### src/hdl/blru_pkg.sv
// Shared constants, codes and types of the byte budget LRU image cache.
package blru_pkg;

    // Table geometry
    localparam int ENTRIES = 32;
    localparam int IDX_W   = (ENTRIES > 1) ? $clog2(ENTRIES) : 1;
    localparam int CNT_W   = $clog2(ENTRIES + 1);

    // Field widths
    localparam int KIND_W  = 2;
    localparam int ENTRY_W = 5;
    localparam int DIM_W   = 14;
    localparam int BYTE_W  = 40;
    localparam int STAMP_W = 48;
    localparam int CODE_W  = 3;
    localparam int CIDX_W  = 2;
    localparam int PROD_W  = 2 * DIM_W;
    localparam int NEED_W  = PROD_W + 2;

    localparam logic [BYTE_W-1:0] BYTE_LIMIT_RST = 40'd268435456;

    // Configuration register indexes
    localparam logic [CIDX_W-1:0] REG_BYTE_LIMIT = 2'd0;
    localparam logic [CIDX_W-1:0] REG_MAX_WIDTH  = 2'd1;
    localparam logic [CIDX_W-1:0] REG_MAX_HEIGHT = 2'd2;

    typedef enum logic [KIND_W-1:0] {
        KIND_REQUEST = 2'd0,
        KIND_FINISH  = 2'd1,
        KIND_CLEAR   = 2'd2,
        KIND_NONE    = 2'd3
    } kind_t;

    typedef enum logic [CODE_W-1:0] {
        RES_HIT     = 3'd0,
        RES_START   = 3'd1,
        RES_MISS    = 3'd2,
        RES_EVICT   = 3'd3,
        RES_LOADED  = 3'd4,
        RES_FAILED  = 3'd5,
        RES_IGNORED = 3'd6,
        RES_CLEARED = 3'd7
    } res_code_t;

    typedef enum logic [3:0] {
        ST_IDLE,
        ST_PROD,
        ST_EVAL,
        ST_CHECK,
        ST_SCAN,
        ST_SCAN_END,
        ST_EVICT_MUL,
        ST_EVICT,
        ST_FINAL
    } state_t;

    // One table row
    typedef struct packed {
        logic [DIM_W-1:0]   width;
        logic [DIM_W-1:0]   height;
        logic               resident;
        logic               bad;
        logic [STAMP_W-1:0] stamp;
    } row_t;

    // Access to the entry table
    typedef struct packed {
        logic             rd_en;
        logic [IDX_W-1:0] rd_addr;
        logic             wr_en;
        logic [IDX_W-1:0] wr_addr;
        row_t             wr_row;
        logic             clear;
    } tbl_req_t;

    typedef struct packed {
        logic [BYTE_W-1:0] byte_limit;
        logic [DIM_W-1:0]  max_width;
        logic [DIM_W-1:0]  max_height;
    } cfg_t;

    // One result word from the sequencer
    typedef struct packed {
        logic               valid;
        res_code_t          code;
        logic [ENTRY_W-1:0] entry;
        logic               bad;
        logic [BYTE_W-1:0]  bytes;
        logic               last;
    } emit_t;

endpackage

### src/hdl/blru_table.sv
// Entry table: synchronous row memory with per-entry known bits and clear.
module blru_table import blru_pkg::*;
(
    input  logic     clk,
    input  logic     rst_n,
    input  tbl_req_t req,
    output row_t     rd_row,
    output logic     rd_known
);

    row_t               mem [ENTRIES];
    logic [ENTRIES-1:0] known_reg;
    row_t               rd_data_reg;
    logic               rd_known_reg;
    logic               fwd;

    // Forward a write that lands on the address being read
    assign fwd = req.wr_en && (req.wr_addr == req.rd_addr);

    // Write port
    always_ff @(posedge clk)
    begin
        if (req.wr_en)
        begin
            mem[req.wr_addr] <= req.wr_row;
        end
    end

    // Registered read port
    always_ff @(posedge clk)
    begin
        if (req.rd_en)
        begin
            rd_data_reg <= fwd ? req.wr_row : mem[req.rd_addr];
        end
    end

    // Known bits: clear empties the whole table at once
    always_ff @(posedge clk or negedge rst_n)
    begin
        if (!rst_n)
        begin
            known_reg    <= '0;
            rd_known_reg <= 1'b0;
        end
        else
        begin
            if (req.clear)
            begin
                known_reg <= '0;
            end
            else if (req.wr_en)
            begin
                known_reg[req.wr_addr] <= 1'b1;
            end
            if (req.rd_en)
            begin
                rd_known_reg <= fwd | known_reg[req.rd_addr];
            end
        end
    end

    // An entry never written since the last clear reads as zero
    assign rd_row   = rd_known_reg ? rd_data_reg : '0;
    assign rd_known = rd_known_reg;

endmodule

### src/hdl/blru_ctrl.sv
// Sequencer: request check, load completion, LRU eviction scan and clear.
module blru_ctrl import blru_pkg::*;
(
    input  logic               clk,
    input  logic               rst_n,
    input  logic               req_valid,
    input  logic [KIND_W-1:0]  kind,
    input  logic [ENTRY_W-1:0] entry,
    input  logic [DIM_W-1:0]   width,
    input  logic [DIM_W-1:0]   height,
    input  logic               decode_ok,
    input  logic               upload_ok,
    input  cfg_t               cfg,
    input  logic               emit_ok,
    output logic               busy,
    output emit_t              emit,
    output tbl_req_t           tbl,
    input  row_t               rd_row,
    input  logic               rd_known
);

    state_t             state_reg, state_next;

    // Item registers
    kind_t              kind_reg;
    logic [ENTRY_W-1:0] entry_reg;
    logic [DIM_W-1:0]   w_reg, h_reg;
    logic               dok_reg, uok_reg;
    row_t               row_reg;
    logic               known_cur_reg;
    logic [PROD_W-1:0]  prod_reg;

    // Cache-wide state
    logic [BYTE_W-1:0]  bytes_reg;
    logic [STAMP_W-1:0] clock_reg;
    logic               pend_busy_reg;
    logic [ENTRY_W-1:0] pend_entry_reg;
    logic               stale_reg;

    // Eviction scan
    logic [CNT_W-1:0]   scan_cnt_reg;
    logic               scan_vld_reg;
    logic [IDX_W-1:0]   scan_idx_reg;
    logic               best_found_reg;
    logic [IDX_W-1:0]   best_idx_reg;
    row_t               best_row_reg;
    logic [PROD_W-1:0]  ev_prod_reg;

    logic               accept;
    kind_t              in_kind;
    logic [IDX_W-1:0]   cur_idx, pend_idx;
    logic               idx_ok, pend_ok;
    logic [NEED_W-1:0]  need, ev_need;
    logic               over;
    logic               new_bad;
    logic [STAMP_W-1:0] stamp_next;
    row_t               req_row;
    logic               load_go;
    logic               scan_take;
    logic               scan_done;

    assign accept    = (state_reg == ST_IDLE) && req_valid;
    assign busy      = (state_reg != ST_IDLE);
    assign in_kind   = kind_t'(kind);
    assign cur_idx   = IDX_W'(entry_reg);
    assign pend_idx  = IDX_W'(pend_entry_reg);
    assign idx_ok    = int'(entry_reg) < ENTRIES;
    assign pend_ok   = int'(pend_entry_reg) < ENTRIES;
    assign need      = {prod_reg, 2'b00};
    assign ev_need   = {ev_prod_reg, 2'b00};
    assign stamp_next = clock_reg + STAMP_W'(1);
    assign scan_done = (scan_cnt_reg == CNT_W'(ENTRIES - 1));

    // Budget overflow with the image to load
    assign over = ({1'b0, bytes_reg} + (BYTE_W + 1)'(need)) > {1'b0, cfg.byte_limit};

    // Failure check of a first request
    assign new_bad = (w_reg == '0) || (h_reg == '0)
                  || (BYTE_W'(need) > cfg.byte_limit)
                  || ((cfg.max_width != '0) && (w_reg > cfg.max_width))
                  || ((cfg.max_height != '0) && (h_reg > cfg.max_height));

    // Row after a request: fill on first use, refresh stamp on a hit
    always_comb
    begin
        if (known_cur_reg)
        begin
            req_row = row_reg;
        end
        else
        begin
            req_row          = '0;
            req_row.width    = w_reg;
            req_row.height   = h_reg;
            req_row.bad      = new_bad;
        end
        if (req_row.resident)
        begin
            req_row.stamp = stamp_next;
        end
    end

    // A finished load that goes on to the eviction loop
    assign load_go = (kind_reg == KIND_FINISH) && pend_busy_reg && !stale_reg
                  && pend_ok && known_cur_reg && dok_reg;

    // Older resident found in the scan
    assign scan_take = scan_vld_reg && rd_row.resident
                    && (!best_found_reg || (rd_row.stamp < best_row_reg.stamp));

    // Next state
    always_comb
    begin
        state_next = state_reg;
        unique case (state_reg)
            ST_IDLE:
            begin
                if (accept)
                begin
                    state_next = ST_PROD;
                end
            end
            ST_PROD:
            begin
                state_next = ST_EVAL;
            end
            ST_EVAL:
            begin
                if (load_go)
                begin
                    state_next = ST_CHECK;
                end
                else if (emit_ok)
                begin
                    state_next = ST_IDLE;
                end
            end
            ST_CHECK:
            begin
                state_next = over ? ST_SCAN : ST_FINAL;
            end
            ST_SCAN:
            begin
                if (scan_done)
                begin
                    state_next = ST_SCAN_END;
                end
            end
            ST_SCAN_END:
            begin
                state_next = ST_EVICT_MUL;
            end
            ST_EVICT_MUL:
            begin
                state_next = best_found_reg ? ST_EVICT : ST_FINAL;
            end
            ST_EVICT:
            begin
                if (emit_ok)
                begin
                    state_next = ST_CHECK;
                end
            end
            ST_FINAL:
            begin
                if (emit_ok)
                begin
                    state_next = ST_IDLE;
                end
            end
            default:
            begin
                state_next = ST_IDLE;
            end
        endcase
    end

    // Table accesses and result words
    always_comb
    begin
        tbl          = '0;
        emit         = '0;
        emit.code    = RES_IGNORED;
        emit.bytes   = bytes_reg;
        emit.last    = 1'b1;
        unique case (state_reg)
            ST_IDLE:
            begin
                tbl.rd_en   = accept;
                tbl.rd_addr = (in_kind == KIND_FINISH) ? pend_idx : IDX_W'(entry);
            end
            ST_EVAL:
            begin
                emit.valid = emit_ok && !load_go;
                case (kind_reg)
                    KIND_REQUEST:
                    begin
                        emit.entry = entry_reg;
                        if (idx_ok)
                        begin
                            tbl.wr_en   = emit_ok;
                            tbl.wr_addr = cur_idx;
                            tbl.wr_row  = req_row;
                            emit.bad    = req_row.bad;
                            if (req_row.resident)
                            begin
                                emit.code = RES_HIT;
                            end
                            else if (!req_row.bad && !pend_busy_reg)
                            begin
                                emit.code = RES_START;
                            end
                            else
                            begin
                                emit.code = RES_MISS;
                            end
                        end
                        else
                        begin
                            emit.code = RES_MISS;
                        end
                    end
                    KIND_FINISH:
                    begin
                        if (pend_busy_reg)
                        begin
                            emit.entry = pend_entry_reg;
                            if (!stale_reg && pend_ok && known_cur_reg && !dok_reg)
                            begin
                                tbl.wr_en      = emit_ok;
                                tbl.wr_addr    = pend_idx;
                                tbl.wr_row     = row_reg;
                                tbl.wr_row.bad = 1'b1;
                                emit.code      = RES_FAILED;
                                emit.bad       = 1'b1;
                            end
                        end
                    end
                    KIND_CLEAR:
                    begin
                        tbl.clear  = emit_ok;
                        emit.code  = RES_CLEARED;
                        emit.bytes = '0;
                    end
                    KIND_NONE:
                    begin
                        emit.code = RES_IGNORED;
                    end
                    default:
                    begin
                        emit.code = RES_IGNORED;
                    end
                endcase
            end
            ST_SCAN:
            begin
                tbl.rd_en   = 1'b1;
                tbl.rd_addr = scan_cnt_reg[IDX_W-1:0];
            end
            ST_EVICT:
            begin
                tbl.wr_en           = emit_ok;
                tbl.wr_addr         = best_idx_reg;
                tbl.wr_row          = best_row_reg;
                tbl.wr_row.resident = 1'b0;
                emit.valid          = emit_ok;
                emit.code           = RES_EVICT;
                emit.entry          = ENTRY_W'(best_idx_reg);
                emit.bad            = row_reg.bad;
                emit.bytes          = bytes_reg - BYTE_W'(ev_need);
                emit.last           = 1'b0;
            end
            ST_FINAL:
            begin
                tbl.wr_en   = emit_ok;
                tbl.wr_addr = pend_idx;
                tbl.wr_row  = row_reg;
                emit.valid  = emit_ok;
                emit.entry  = pend_entry_reg;
                if (uok_reg)
                begin
                    tbl.wr_row.resident = 1'b1;
                    tbl.wr_row.stamp    = stamp_next;
                    emit.code           = RES_LOADED;
                    emit.bad            = row_reg.bad;
                    emit.bytes          = bytes_reg + BYTE_W'(need);
                end
                else
                begin
                    tbl.wr_row.bad = 1'b1;
                    emit.code      = RES_FAILED;
                    emit.bad       = 1'b1;
                end
            end
            default:
            begin
                tbl.rd_en = 1'b0;
            end
        endcase
    end

    // Control state
    always_ff @(posedge clk or negedge rst_n)
    begin
        if (!rst_n)
        begin
            state_reg      <= ST_IDLE;
            bytes_reg      <= '0;
            clock_reg      <= '0;
            pend_busy_reg  <= 1'b0;
            pend_entry_reg <= '0;
            stale_reg      <= 1'b0;
            scan_cnt_reg   <= '0;
            scan_vld_reg   <= 1'b0;
            best_found_reg <= 1'b0;
        end
        else
        begin
            state_reg    <= state_next;
            scan_vld_reg <= (state_reg == ST_SCAN);
            if (scan_take)
            begin
                best_found_reg <= 1'b1;
            end
            unique case (state_reg)
                ST_EVAL:
                begin
                    if (emit_ok || load_go)
                    begin
                        case (kind_reg)
                            KIND_REQUEST:
                            begin
                                if (idx_ok && req_row.resident)
                                begin
                                    clock_reg <= stamp_next;
                                end
                                else if (idx_ok && !req_row.bad && !pend_busy_reg)
                                begin
                                    pend_busy_reg  <= 1'b1;
                                    pend_entry_reg <= entry_reg;
                                    stale_reg      <= 1'b0;
                                end
                            end
                            KIND_FINISH:
                            begin
                                pend_busy_reg <= 1'b0;
                            end
                            KIND_CLEAR:
                            begin
                                bytes_reg <= '0;
                                stale_reg <= stale_reg | pend_busy_reg;
                            end
                            default:
                            begin
                                bytes_reg <= bytes_reg;
                            end
                        endcase
                    end
                end
                ST_CHECK:
                begin
                    scan_cnt_reg   <= '0;
                    best_found_reg <= 1'b0;
                end
                ST_SCAN:
                begin
                    scan_cnt_reg <= scan_cnt_reg + CNT_W'(1);
                end
                ST_EVICT:
                begin
                    if (emit_ok)
                    begin
                        bytes_reg <= bytes_reg - BYTE_W'(ev_need);
                    end
                end
                ST_FINAL:
                begin
                    if (emit_ok && uok_reg)
                    begin
                        bytes_reg <= bytes_reg + BYTE_W'(need);
                        clock_reg <= stamp_next;
                    end
                end
                default:
                begin
                    scan_cnt_reg <= scan_cnt_reg;
                end
            endcase
        end
    end

    // Item payload and datapath registers
    always_ff @(posedge clk)
    begin
        if (accept)
        begin
            kind_reg  <= in_kind;
            entry_reg <= entry;
            w_reg     <= width;
            h_reg     <= height;
            dok_reg   <= decode_ok;
            uok_reg   <= upload_ok;
        end
        if (state_reg == ST_PROD)
        begin
            row_reg       <= rd_row;
            known_cur_reg <= rd_known;
            if (kind_reg == KIND_FINISH)
            begin
                prod_reg <= PROD_W'(rd_row.width) * PROD_W'(rd_row.height);
            end
            else
            begin
                prod_reg <= PROD_W'(w_reg) * PROD_W'(h_reg);
            end
        end
        scan_idx_reg <= scan_cnt_reg[IDX_W-1:0];
        if (scan_take)
        begin
            best_idx_reg <= scan_idx_reg;
            best_row_reg <= rd_row;
        end
        if (state_reg == ST_EVICT_MUL)
        begin
            ev_prod_reg <= PROD_W'(best_row_reg.width) * PROD_W'(best_row_reg.height);
        end
    end

endmodule

### src/hdl/byte_budget_lru_cache.sv
// Top level of the byte budget LRU image cache.
//
// Input channel (req_valid / req_stall) takes one command word: a request
// for an entry, a finished load, or a clear. Output channel (res_valid /
// res_stall) gives one or more result words per command, the final one
// flagged by last. The user writes configuration (byte_limit, max_width,
// max_height) through cfg_we / cfg_index / cfg_data only while the cache
// is idle; the block itself does not enforce this.
//
// A request, a clear, an ignored command or a failed decode goes from
// ST_PROD to ST_EVAL, where its result word enters the output register.
// A load that goes on to the budget check enters ST_CHECK; each eviction
// is one pass over the entry table through its single read port, then
// ST_SCAN_END, ST_EVICT_MUL and ST_EVICT, and back to ST_CHECK. If the
// image still does not fit once no resident is left, a last scan finds
// nothing. One command is in work at a time; req_stall is high until its
// last result word has been loaded into the output register.
//
// Reset clears the table, the byte total, the use clock and the load slot,
// and loads the default configuration. A stalled output holds its word and
// the sequencer waits for the register to free up.
module byte_budget_lru_cache import blru_pkg::*;
(
    input  logic               clk,
    input  logic               rst_n,
    input  logic               req_valid,
    output logic               req_stall,
    input  logic [KIND_W-1:0]  kind,
    input  logic [ENTRY_W-1:0] entry,
    input  logic [DIM_W-1:0]   width,
    input  logic [DIM_W-1:0]   height,
    input  logic               decode_ok,
    input  logic               upload_ok,
    output logic               res_valid,
    input  logic               res_stall,
    output logic [CODE_W-1:0]  result_code,
    output logic [ENTRY_W-1:0] result_entry,
    output logic               entry_failed,
    output logic [BYTE_W-1:0]  bytes_in_use,
    output logic               last,
    input  logic               cfg_we,
    input  logic [CIDX_W-1:0]  cfg_index,
    input  logic [BYTE_W-1:0]  cfg_data
);

    cfg_t               cfg_reg;
    logic               res_valid_reg;
    res_code_t          code_reg;
    logic [ENTRY_W-1:0] entry_out_reg;
    logic               bad_reg;
    logic [BYTE_W-1:0]  bytes_out_reg;
    logic               last_reg;

    logic               emit_ok;
    logic               busy;
    emit_t              emit;
    tbl_req_t           tbl;
    row_t               rd_row;
    logic               rd_known;

    // Configuration registers
    always_ff @(posedge clk or negedge rst_n)
    begin
        if (!rst_n)
        begin
            cfg_reg.byte_limit <= BYTE_LIMIT_RST;
            cfg_reg.max_width  <= '0;
            cfg_reg.max_height <= '0;
        end
        else if (cfg_we)
        begin
            unique case (cfg_index)
                REG_BYTE_LIMIT: cfg_reg.byte_limit <= cfg_data;
                REG_MAX_WIDTH:  cfg_reg.max_width  <= cfg_data[DIM_W-1:0];
                REG_MAX_HEIGHT: cfg_reg.max_height <= cfg_data[DIM_W-1:0];
                default:        cfg_reg            <= cfg_reg;
            endcase
        end
    end

    blru_table u_table
    (
        .clk      (clk),
        .rst_n    (rst_n),
        .req      (tbl),
        .rd_row   (rd_row),
        .rd_known (rd_known)
    );

    blru_ctrl u_ctrl
    (
        .clk       (clk),
        .rst_n     (rst_n),
        .req_valid (req_valid),
        .kind      (kind),
        .entry     (entry),
        .width     (width),
        .height    (height),
        .decode_ok (decode_ok),
        .upload_ok (upload_ok),
        .cfg       (cfg_reg),
        .emit_ok   (emit_ok),
        .busy      (busy),
        .emit      (emit),
        .tbl       (tbl),
        .rd_row    (rd_row),
        .rd_known  (rd_known)
    );

    assign req_stall = busy;

    // Output register is free when empty or being taken
    assign emit_ok = !res_valid_reg || !res_stall;

    always_ff @(posedge clk or negedge rst_n)
    begin
        if (!rst_n)
        begin
            res_valid_reg <= 1'b0;
        end
        else if (emit.valid)
        begin
            res_valid_reg <= 1'b1;
        end
        else if (!res_stall)
        begin
            res_valid_reg <= 1'b0;
        end
    end

    // Hold the result word until taken
    always_ff @(posedge clk)
    begin
        if (emit.valid)
        begin
            code_reg      <= emit.code;
            entry_out_reg <= emit.entry;
            bad_reg       <= emit.bad;
            bytes_out_reg <= emit.bytes;
            last_reg      <= emit.last;
        end
    end

    assign res_valid    = res_valid_reg;
    assign result_code  = code_reg;
    assign result_entry = entry_out_reg;
    assign entry_failed = bad_reg;
    assign bytes_in_use = bytes_out_reg;
    assign last         = last_reg;

endmodule
### config.mk
export PLATFORM = sky130hd
export DESIGN_NAME = byte_budget_lru_cache
export DESIGN_NICKNAME = d
export VERILOG_FILES = /design/src/hdl/blru_pkg.sv /design/src/hdl/blru_table.sv /design/src/hdl/blru_ctrl.sv /design/src/hdl/byte_budget_lru_cache.sv
export SDC_FILE = /design/constraint.sdc
export NUM_CORES = 2
export LEC_CHECK = 0
export BUFFER_PORTS_ARGS = -buffer_cell sky130_fd_sc_hd__buf_2
export CAP_MARGIN = 20
export CORE_MARGIN = 2
export CORE_UTILIZATION = 30
export CTS_CLUSTER_DIAMETER = 60
export DETAILED_ROUTE_END_ITERATION = 7
export GPL_ROUTABILITY_DRIVEN = 0
export GPL_TIMING_DRIVEN = 0
export PLACE_DENSITY_LB_ADDON = 0.15
export SYNTH_ARGS = -nofsm -noshare
export SYNTH_HDL_FRONTEND = slang
export SYNTH_SLANG_ARGS = --single-unit
### constraint.sdc
create_clock -name clk -period 8 [get_ports clk]
set_clock_uncertainty 0.05 [all_clocks]
set_input_delay 0.4 -clock clk [delete_from_list [all_inputs] [get_ports clk]]
set_output_delay 0.4 -clock clk [all_outputs]
set_load 0.005 [all_outputs]
==> flow_metrics.tcl <==
set metrics [dict create \
    status "finished with violations" \
    violations "max-capacitance violations" \
    totalPowerFinal_uw 75780 \
    synth_seq_area_share_pct 61.45 \
    initial_core_util_pct 30.06 \
    finalHoldViolCount 0 \
    tightest_slew_ns 1.461 \
    design_area_um2 176000 \
    endpoint_kind "flip-flop" \
    syn-num-nets 13450 \
    finalWorstSetupSlack_ns 0.2497 \
    drt_iter0_drc 10790 \
    largest_reg_flops 2496 \
    synth_seq_cells 3092 \
    path_max_fanout 10 \
    layout.nets 14310 \
    finalCriticalPeriod_ns 7.750 \
    critical_path_arrival_ns 8.35 \
    final-setup-viol-count 0 \
    synthTopCellsByArea "edfxtp_1, nand2_1, fa_1" \
    vdd_drop_max_mv 1.033 \
    startpoint "u_ctrl.h_reg[8]" \
    vias_per_cell 5.060 \
    async_reset_ff_share_pct 6.759 \
    synth-edff-count 2878 \
    rsz0062_at_grt "false" \
    drc 0 \
    pin_count 136 \
    power.leakage_uw 0.06681 \
    grt_usage_pct 21.18 \
    area_growth_pct 17.89 \
    grt_pass1_vias 101000 \
    start_kind "flip-flop" \
    hp-class "input pin to flip-flop" \
    fp.dieW_um 709.5 \
    slew_viol_final 0 \
    die_h_um 709.5 \
    syn_area_per_cell_um2 11.98 \
    min_period_over_period_pct 96.88 \
    clk_pin_slew_worst_paths_ns 0.06 \
    synth_top_area_share_pct 57.88 \
    rows 259 \
    yosys.area.top_type "edfxtp_1" \
    maxCapViolCount 1 \
    core_um2 496800 \
    yosys_warnings 0 \
    drive_gt1_share_pct 9.875 \
    cts_made_buffers 359 \
    clock_sinks 3092 \
    worstHoldStart "res_stall" \
    vias 102700 \
    synth_cell_type_count 98 \
    antenna_found_initial 67 \
    syn_area_um2 149300 \
    grt-ovfl-total 0 \
    dr.pass1.iters 6 \
    p_per_area_nw_per_um2 430.5 \
    cts_root_buf "clkbuf_16" \
    clockBufferDepth 4 \
    dpl-instance-area_um2 162800 \
    htree_levels 5 \
    clock.fmax_mhz 129.0 \
    syn_inst 12470 \
    relSlewSlack_pct 1.330 \
    dp_hpwl_mm 408.1 \
    port_buffers 135 \
    hold_slack_ns 0.1081 \
    clk_latency_ns 0.97 \
    dp_slack_ns -0.5141 \
    synth_flop_cell "edfxtp_1" \
    die_area_um2 503400 \
    path_class "flip-flop to flip-flop" \
    wl_mm 547.4 \
    tritoncts "yes" \
    ant_nets 0 \
    routedWlPerCell_um 26.98 \
    grt_pass1_wl_mm 766.4 \
    r2r-start "u_ctrl.h_reg[8]" \
    grt_start_max_net_pins 102 \
    cp.required_ns 8.60 \
]
area by class of cell:
cell class / instances / area, um2
clock buffers: 463 / 9687
clock inverters: 191 / 1728
well taps: 6655 / 8327
fillers: 49040 / 320800
diodes: 17 / 42.54
plain buffers: 759 / 3179
flip-flops and latches: 3092 / 91750
multi-input cells: 7908 / 52310
repair buffers: 504 / 6362
inverters: 703 / 2639
through the flow:
stage                     util [%]  setup TNS [ns]  std cells
after CTS                    35.27               0      20220
final                        35.43               0      20290
after detailed placement     32.78          -2.464      19470
after floorplan                  -               0      12470
after global routing         35.42               0      20280
after global placement       31.87        -7283.89      19260
repair_timing:
item | 4_1_cts | 5_1_grt
gates resized for setup | 23 | 19
hold buffers | 93 | 0
buffers inserted | 2 | 27
hold endpoints to repair | 229 | 0
setup endpoints to repair | 9 | 7
Yosys cell counts, drive strengths merged, types with 35 or more instances:
| cell type | instances |
|---|---|
| mux2 | 36 |
| a311oi | 477 |
| nand2 | 3125 |
| edfxtp | 2878 |
| o31ai | 92 |
| fa | 425 |
| o21a | 63 |
| xnor2 | 138 |
| nand2b | 35 |
| and3 | 432 |
| buf | 259 |
| nor2 | 202 |
| nand3 | 938 |
| and2 | 277 |
| a222oi | 55 |
| o311ai | 79 |
| o221ai | 42 |
| dfrtp | 208 |
| clkbuf | 504 |
| o21ai | 209 |
| a21o | 89 |
| nor3 | 38 |
| xor2 | 86 |
| nand4 | 49 |
| ha | 477 |
| inv | 702 |
| a221o | 36 |
| a21oi | 199 |
where the power goes:
part	switching (uW)	internal [uW]
registers	1020	19600
clock network	6900	9340
logic	25600	13300
total	33500	42200
placed cells by master, fill, tap and decap left out, types with 26 or more instances in the layout:
| master | count |
|---|---|
| o21a_1 | 63 |
| inv_1 | 702 |
| a311oi_1 | 476 |
| dfrtp_1 | 208 |
| buf_12 | 115 |
| a221o_1 | 31 |
| and3_1 | 430 |
| xnor2_1 | 138 |
| clkbuf_2 | 57 |
| nor2b_1 | 26 |
| o311ai_0 | 70 |
| edfxtp_1 | 2878 |
| xor2_1 | 86 |
| fa_1 | 425 |
| clkbuf_16 | 369 |
| nand2_1 | 3112 |
| a22oi_1 | 34 |
| nand3_1 | 937 |
| a21oi_1 | 196 |
| a21o_1 | 89 |
| nand2b_1 | 35 |
| buf_2 | 358 |
| o21ai_0 | 191 |
| dlygate4sd3_1 | 93 |
| nor3_1 | 37 |
| buf_16 | 57 |
| o31ai_1 | 89 |
| nor2_4 | 33 |
| mux2_2 | 31 |
| and2_1 | 277 |
| clkinv_2 | 55 |
| o221ai_1 | 33 |
| buf_4 | 45 |
| clkinv_1 | 64 |
| ha_1 | 477 |
| clkbuf_1 | 535 |
| nor2_1 | 167 |
| buf_1 | 51 |
| a222oi_1 | 55 |
| nand4_1 | 49 |
routing by layer:
layer | GRT usage (%) | wire (um) | vias up
li1 | - | - | 46630
met1 | 29.88 | 245500 | 52130
met2 | 34.21 | 250800 | 3243
met3 | 2.745 | 35170 | 658
met4 | 5.829 | 15870 | 12
met5 | 0 | 92 | -
critical path: stages, from the launching register on:
cell and delay (ns):
edfxtp_1 0.73, clkbuf_2 0.40, and2_1 0.24, fa_1 0.54, inv_1 0.06, fa_1 0.52
inv_1 0.05, fa_1 0.49, fa_1 0.44, fa_1 0.55, inv_1 0.08, fa_1 0.54
inv_1 0.05, ha_1 0.37, and3_1 0.25, nand3_1 0.11, a2bb2oi_1 0.15, o21ai_1 0.20
o221ai_1 0.38, a21oi_1 0.23, or3_1 0.39, a31oi_1 0.22, xor2_1 0.30, mux2i_1 0.13
path summary, 6_finish.rpt:
kind	end	slack [ns]	depth (start not counted)
max	u_ctrl.prod_reg[26]	0.25	23
min	res_valid	0.11	3
max reg2reg	u_ctrl.prod_reg[26]	0.25	23
min reg2reg	u_ctrl.best_idx_reg[3]	0.35	0
max in group asynchronous	cfg_reg[24]	6.25	4
min in group asynchronous	cfg_reg[34]	0.56	4
logic make-up (layout without fill, tap and decap cells):
kind of cell	Yosys count	after routing	share of synthesized area, %
buf+inv	1466	2620	3.865
other cells	0	17	0
simple gates	5196	5196	15.45
compound gates	1541	1541	7.878
flops	3092	3092	61.45
mux	45	45	0.3444
xor+xnor	224	224	1.314
fa+ha+maj	902	902	9.695
No activity file was read; power rests on OpenSTA's default activity.
